<file path="config.mk">
export PLATFORM = sky130hd
export DESIGN_NAME = str_sqrt_pipe
export DESIGN_NICKNAME = d
export VERILOG_FILES = /design/src/rtl/similarity_transform_residual_assert.svh /design/src/rtl/str_pkg.sv /design/src/rtl/str_sqrt_pipe.sv
export SDC_FILE = /design/constraint.sdc
export NUM_CORES = 2
export LEC_CHECK = 0
export BUFFER_PORTS_ARGS = -buffer_cell sky130_fd_sc_hd__buf_2
export CORE_MARGIN = 8
export CORE_UTILIZATION = 30
export DETAILED_ROUTE_END_ITERATION = 12
export PLACE_DENSITY = 0.55
export SLEW_MARGIN = 20
export SYNTH_ARGS = -nofsm -noshare
export SYNTH_HDL_FRONTEND = slang
export SYNTH_MEMORY_MAX_BITS = 65536
export SYNTH_SLANG_ARGS = --single-unit
export TNS_END_PERCENT = 20
</file>
<file path="constraint.sdc">
create_clock -name clk -period 4.3 [get_ports clk]
set_input_delay 0.215 -clock clk [delete_from_list [all_inputs] [get_ports clk]]
set_output_delay 0.215 -clock clk [all_outputs]
set_load 0.02 [all_outputs]
</file>
<file path="src/rtl/similarity_transform_residual_assert.svh">
// ----------------------------------------------------------------------------
// Assertion macros for similarity_transform_residual
// Shorthand for clocked implication checks with reset masking.
// ----------------------------------------------------------------------------
`ifndef SIMILARITY_TRANSFORM_RESIDUAL_ASSERT_SVH
`define SIMILARITY_TRANSFORM_RESIDUAL_ASSERT_SVH

// same-cycle implication
`define STR_ASSERT_IMP(lbl, ante, cons, msg) \
  lbl: assert property (@(posedge clk) disable iff (!rst_n) (ante) |-> (cons)) \
    else $error(msg);

// next-cycle implication
`define STR_ASSERT_NXT(lbl, ante, cons, msg) \
  lbl: assert property (@(posedge clk) disable iff (!rst_n) (ante) |=> (cons)) \
    else $error(msg);

`endif

</file>
<file path="src/rtl/str_pkg.sv">
// ----------------------------------------------------------------------------
// str_pkg
// Shared types, widths and register indexes of the residual block.
// ----------------------------------------------------------------------------
`default_nettype none

package str_pkg;

  localparam int COORD_WIDTH = 32;
  localparam int DIST_W      = 32;
  localparam int ROT_W       = 48;
  localparam int ENT_W       = 16;
  localparam int TRANS_W     = 32;
  localparam int SCALE_W     = 24;
  localparam int CFG_IDX_W   = 3;
  localparam int RAD_W       = 2 * DIST_W;
  localparam int SQRT_STEPS  = DIST_W;

  localparam int PROD_W = COORD_WIDTH + ENT_W;
  localparam int SUM_W  = COORD_WIDTH + ENT_W + 3;
  localparam int DOT_W  = SUM_W - 14;
  localparam int SCL_W  = DOT_W + SCALE_W + 1;
  localparam int MAP_W  = SCL_W + 2;
  localparam int DIFF_W = MAP_W + 1;

  typedef enum logic [CFG_IDX_W-1:0] {
    CFG_ROT0  = 3'd0,
    CFG_ROT1  = 3'd1,
    CFG_ROT2  = 3'd2,
    CFG_TX    = 3'd3,
    CFG_TY    = 3'd4,
    CFG_TZ    = 3'd5,
    CFG_SCALE = 3'd6
  } str_cfg_idx_t;

  typedef struct packed {
    logic signed [COORD_WIDTH-1:0] lhs_x;
    logic signed [COORD_WIDTH-1:0] lhs_y;
    logic signed [COORD_WIDTH-1:0] lhs_z;
    logic signed [COORD_WIDTH-1:0] rhs_x;
    logic signed [COORD_WIDTH-1:0] rhs_y;
    logic signed [COORD_WIDTH-1:0] rhs_z;
    logic                          last_in;
  } str_in_t;

  typedef struct packed {
    logic [DIST_W-1:0] distance;
    logic              saturated;
    logic              last_out;
  } str_out_t;

  // sideband that rides along the root pipeline
  typedef struct packed {
    logic sat;
    logic last;
  } str_side_t;

endpackage

`default_nettype wire

</file>
<file path="src/rtl/str_sqrt_pipe.sv">
// ----------------------------------------------------------------------------
// str_sqrt_pipe
// Pipelined integer square root, one result bit per stage.
// ----------------------------------------------------------------------------
`default_nettype none

module str_sqrt_pipe (
  input  wire logic                    clk,
  input  wire logic                    rst_n,
  input  wire logic                    in_vld,
  input  wire logic [str_pkg::RAD_W-1:0] in_rad,
  input  wire str_pkg::str_side_t      in_side,
  output logic                         out_vld,
  output logic [str_pkg::DIST_W-1:0]   out_root,
  output str_pkg::str_side_t           out_side
);
  import str_pkg::*;

  localparam int REM_W = DIST_W + 3;

  logic              vld_r  [SQRT_STEPS];
  logic [RAD_W-1:0]  rad_r  [SQRT_STEPS];
  logic [REM_W-1:0]  rem_r  [SQRT_STEPS];
  logic [DIST_W-1:0] root_r [SQRT_STEPS];
  str_side_t         side_r [SQRT_STEPS];

  for (genvar i = 0; i < SQRT_STEPS; i++) begin : g_step
    logic              vld_p;
    logic [RAD_W-1:0]  rad_p;
    logic [REM_W-1:0]  rem_p;
    logic [DIST_W-1:0] root_p;
    str_side_t         side_p;
    logic [REM_W-1:0]  rem_sh;
    logic [REM_W-1:0]  trial;
    logic              ge;

    if (i == 0) begin : g_first
      assign vld_p  = in_vld;
      assign rad_p  = in_rad;
      assign rem_p  = '0;
      assign root_p = '0;
      assign side_p = in_side;
    end else begin : g_rest
      assign vld_p  = vld_r[i-1];
      assign rad_p  = rad_r[i-1];
      assign rem_p  = rem_r[i-1];
      assign root_p = root_r[i-1];
      assign side_p = side_r[i-1];
    end

    // bring down two radicand bits, try (2*root)*2 + 1
    assign rem_sh = {rem_p[REM_W-3:0], rad_p[RAD_W-1 -: 2]};
    assign trial  = {1'b0, root_p, 2'b01};
    assign ge     = (rem_sh >= trial);

    always_ff @(posedge clk) begin
      if (!rst_n) begin
        vld_r[i] <= 1'b0;
      end else begin
        vld_r[i] <= vld_p;
      end
      rad_r[i]  <= {rad_p[RAD_W-3:0], 2'b00};
      rem_r[i]  <= ge ? (rem_sh - trial) : rem_sh;
      root_r[i] <= {root_p[DIST_W-2:0], ge};
      side_r[i] <= side_p;
    end
  end

  assign out_vld  = vld_r[SQRT_STEPS-1];
  assign out_root = root_r[SQRT_STEPS-1];
  assign out_side = side_r[SQRT_STEPS-1];

endmodule

`default_nettype wire

</file>
* After elaboration in Yosys (flattened, before gate mapping)
Memories as Yosys holds them, arrays and structs flattened.
Cells that the tools add are included.
** Word-level totals
- Memories kept :: 5
- Memory bits (read-only) :: 0
- Bits in writable memories :: 4224
- Latch bits :: 0
- Input bits :: 69
- Logic and storage cells :: 167
- Output and inout port bits :: 35
- Flip-flop bits (word level) :: 0
** Cells by class
- Bitwise gates (word level) :: 32
- Order comparisons :: 32
- Shift operators :: 0
- Reductions and logical operators :: 0
- Add/sub/neg operators :: 32
- Equal/unequal tests :: 0
- Multipliers :: 0
- Multiplexer cells :: 66
- Div/mod/pow operators :: 0
** Memory list
- rad_r :: words 32, width 62, read ports 31, clocked after memory_dff 0, write ports 32, RTL line str_sqrt_pipe.sv:22 : logic [RAD_W-1:0] rad_r [SQRT_STEPS];
- rem_r :: words 32, width 35, read ports 31, clocked after memory_dff 0, write ports 32, RTL line str_sqrt_pipe.sv:23 : logic [REM_W-1:0] rem_r [SQRT_STEPS];
- root_r :: words 32, width 32, read ports 32, clocked after memory_dff 0, write ports 32, RTL line str_sqrt_pipe.sv:24 : logic [DIST_W-1:0] root_r [SQRT_STEPS];
- side_r :: words 32, width 2, read ports 32, clocked after memory_dff 0, write ports 32, RTL line str_sqrt_pipe.sv:25 : str_side_t side_r [SQRT_STEPS];
- vld_r :: words 32, width 1, read ports 32, clocked after memory_dff 0, write ports 32, RTL line str_sqrt_pipe.sv:21 : logic vld_r [SQRT_STEPS];
** Operators by type and width (number)
- $mux W35 :: 32
- $ge A35 B34 Y1 :: 31
- $sub A35 B34 Y35 :: 31
- $mux W1 :: 34
- $or A1 B1 Y1 :: 32
- $sub A2 B1 Y3 const B :: 1
- $ge A2 B1 Y1 const B :: 1

* Logic depth before layout (Yosys ltp)
An unclocked memory read counts as a cell.
- Depth in word-level cells :: 3
- Depth in mapped cells :: 15
- Depth with buffers taken out :: 13

* Worst setup path before layout
OpenSTA, ideal clock, no wires.
- Kind :: flip-flop to flip-flop
- Start point :: mem root_r[29][10], in the netlist root_r[7][42]
- End point :: mem rem_r[1][496] in the netlist's numbering
- Path slack :: 1076 ps
- Period minus slack after synthesis :: 3224 ps
- Data required time :: 4179 ps
- Stages on the path, launching flop included :: 13
- Arrival time :: 3104 ps
- Setup time :: 121 ps
- Buffers on the path :: 2
- Cells stage by stage :: dfxtp_1 inv_1 ha_1 clkbuf_1 a21o_1 a21o_1 a211oi_1 o21ai_0 a221oi_1 nor4_1 nor3_1 clkbuf_1 mux2_2
** RTL lines (RTL line)
- from (decl) :: str_sqrt_pipe.sv:24
- to (decl) :: str_sqrt_pipe.sv:23

==> summary.txt <==
Synth
  – Largest family of logic cells by synthesized area: simple AND/OR/NAND/NOR gates
  – Multiplexer share of the synthesized area: roughly 1.0%
  – Post-Syn Nets: 9759
  – Synth area leaders: dfxtp_1, ha_1, xor2_1
  – EDFF count, synth: 0
  – Post-Syn Area: 93300 µm²
  – Cells after Synth: around 9000
  – Ys flop type: dfxtp_1
  – Largest area contributor in the netlist: dfxtp_1
  – Count leader, synth: dfxtp_1
  – Commonest cells post-synth: dfxtp_1, inv_1, nand2_1, ha_1, a21oi_1
  – Synth Area in XOR/XNOR: between 7 and 8%
  – Compound-Gate Fraction of Synth Area: about an eighth
  – Post-synthesis adder-cell area fraction: 7.53%
  – Post-synth top area share: between 50% and 60%
  – Synthesis warning total: 0
  – Distinct cells, synth: 97
  – Synth Register Bits: roughly 2600
  – Post-synthesis simple-gate area fraction: 12.8%
  – FFs w/ async S/R, synth: 0%
  – Seq/Total Area, Yosys: 55.6%
  – Syn avg cell area: about 10 µm²

Worst setup path
  – Slowest-stage cell, CP: o311ai_0
  – Worst setup SP type: flip-flop
  – CP required: 5.10 ns
  – Kind of end point of the critical path: flip-flop
  – Worst Path Buf+Inv: 3
  – CP Max Fanout: 24
  – CP max stage delay: between 0.5 and 0.6 ns
  – Crit path DAT: 4.72 ns
  – Crit path kind: flip-flop to flip-flop
  – CP top delay family: compound AO/OA/AOI/OAI gates
  – CP Cell Sequence: inv_1 -> ha_1 -> o21a_1 -> o21a_1 -> o2111ai_1 -> a21oi_1 -> o21ai_0 -> buf_4 -> o311ai_0 -> nor3b_1 -> nor2b_4 -> buf_4 -> nor3_1 -> a21o_1

Floorplanning
  – Initial core utilization: between 30% and 40%
  – Core area: 309000 µm²
  – Num rows: between 200 and 250
  – IO Count: 104
  – Chip width: around 570 µm
  – Die Y: between 500 and 600 µm
  – Die area: around 330000 µm²

Finish
  – Share of cells above drive strength 1: 8.02%
  – Area Overhead vs Synth: 17.9%
  – Nets@finish: around 10000

STA
  – Clk_skew: approximately 0.05 ns
  – Final Max Tran Viols: 0
  – Final Hold Viols: 0
  – Final setup fails: 0
  – Min Tclk post-route: 3.92 ns
  – WHS: between 0.06 and 0.07 ns
  – Max-slew headroom: about a third
  – Max Freq: 255 MHz
  – Setup TNS: 0 ns
  – Final period utilization: approximately 91%
  – RSZ-0062 raised after global routing: no
  – Worst slew pin tran: 1.00 ns

Flow run
  – Max-Cap Viols: 0

Detailed routing
  – Antenna-violating nets left: 0
  – Detailed router's first-iteration violation count: around 3700
  – Pre-antenna DRT Iters: 7
  – Vias per inst: 4.58
  – Post-detailed-routing wire length: 200000 µm
  – Routed vias: ~64000
  – DR WL/cell: 14.4 µm
  – Residual DRC: 0

Placed design
  – Placer Congestion: between 0.9 and 1
  – Port Buf Inserts: 103
  – Post-detail-place hpwl: 150000 µm

CTS
  – Clk pin slew, worst setup/hold paths: 0.06 ns
  – CTS resizes: 0
  – CTS tree: done
  – Root Buffer: clkbuf_16
  – Clock Latency Late Sink: roughly 0.87 ns
  – H-tree depth: 5
  – Max clock buf depth: 4
  – TritonCTS Buffers: 288
  – Clock sinks: about 2600

Global route
  – Global-route wire length before repair: 326000 µm
  – Initial antenna violation count: 5
  – Largest net degree at the start of global routing: 62
  – Vias in the first global route: about 64000
  – GRT overflow: 0
  – Total GRT Usage: a little under an eighth

Power and ir drop
  – Lkg Pwr: 0.0507 µW
  – Worst ir drop on vdd: roughly 0.44 mV
  – Design Power: between 60000 and 70000 µW
  – Pwr per Cell Area: ~600 nW/µm²

Run status
  – Status: completed

Hold path
  – Min-Delay Path Class: input pin to flip-flop
[where the power goes]
part           total [µW]  switching (µW)  internal, µW
Combinational       10000            5550          4500
Sequential          30800            2940         27900
Clock               25200            9750         15500
Total               66100           18200         47800
[sequential cells by signal, summed over array words and instances, names as in the netlist]
signal and cells:
rad_r 992, rem_r 974, root_r 528, side_r 64, vld_r 32
[per-layer routing]
layer	track usage (%)	wire length (µm)	share of wire (%)	vias up
met5	0	272	0.14	-
met4	5.02	8620	4.3	2
met3	1.80	8050	4.0	510
met2	20.7	95700	48	1389
met1	14.1	87500	44	29600
li1	-	-	-	32000
[placed cells by master (no fill, tap or decap), types with 117 or more instances in the layout]
master and n:
nor3_1 232, inv_1 704, xor2_1 432, dlygate4sd3_1 131, ha_1 561, a21o_1 238
nand2_1 684, nand2b_1 127, xnor2_1 346, o21ai_0 512, clkbuf_16 295, dfxtp_1 2590
a21oi_1 520, nand3_1 143, nor2_1 518, nor4_1 117
[worst paths after layout]
kind | cells after the start | to | slack (ns) | from
setup / recovery | 14 | rem_r[1][452]$_DFF_P_ | 0.38 | root_r[6][96]$_DFF_P_
hold / removal | 2 | rad_r[0][34]$_DFF_P_ | 0.07 | in_rad[34]
setup reg to reg | 14 | rem_r[1][452]$_DFF_P_ | 0.38 | root_r[6][96]$_DFF_P_
hold reg to reg | 0 | rad_r[1][493]$_DFF_P_ | 0.30 | rad_r[1][429]$_DFF_P_
[stage by stage]
stage | area (µm²) | setup slack (ns) | cells | util (%)
floorplan | 93300 | 1.08 | 9129 | -
finish | 110000 | 0.382 | 13900 | 35.6
global route | 110000 | 0.0299 | 13900 | 35.6
detailed placement | 98700 | 0.428 | 13200 | 31.9
CTS | 110000 | 0.382 | 13900 | 35.6
global placement | 98700 | 0.516 | 13200 | 31.9
[final cells by class]
cell class | count | area, µm²
inverters | 711 | 2670
clock buffers | 392 | 8260
diodes | 2 | 5.00
flip-flops and latches | 2590 | 51800
well taps | 4120 | 5150
multi-input cells | 5644 | 38100
repair buffers | 287 | 2270
fillers | 30500 | 199000
clock inverters | 122 | 1690
[what timing repair did]
action                                 4_1_cts  5_1_grt
buffers inserted                             0        0
hold buffers                               131        0
endpoints found under the hold margin       99        0
[kinds of logic (layout without fill, tap and decap cells)]
family,count (synthesis),count (layout)
AO/OA/AOI/OAI,1812,1812
other,1,3
XOR/XNOR,778,778
multiplexers,86,86
adder cells (fa/ha/maj),561,561
buffers and inverters,895,1512
AND/OR/NAND/NOR,2406,2406
flip-flops,2590,2590
Power figures use the tool's default switching activity.
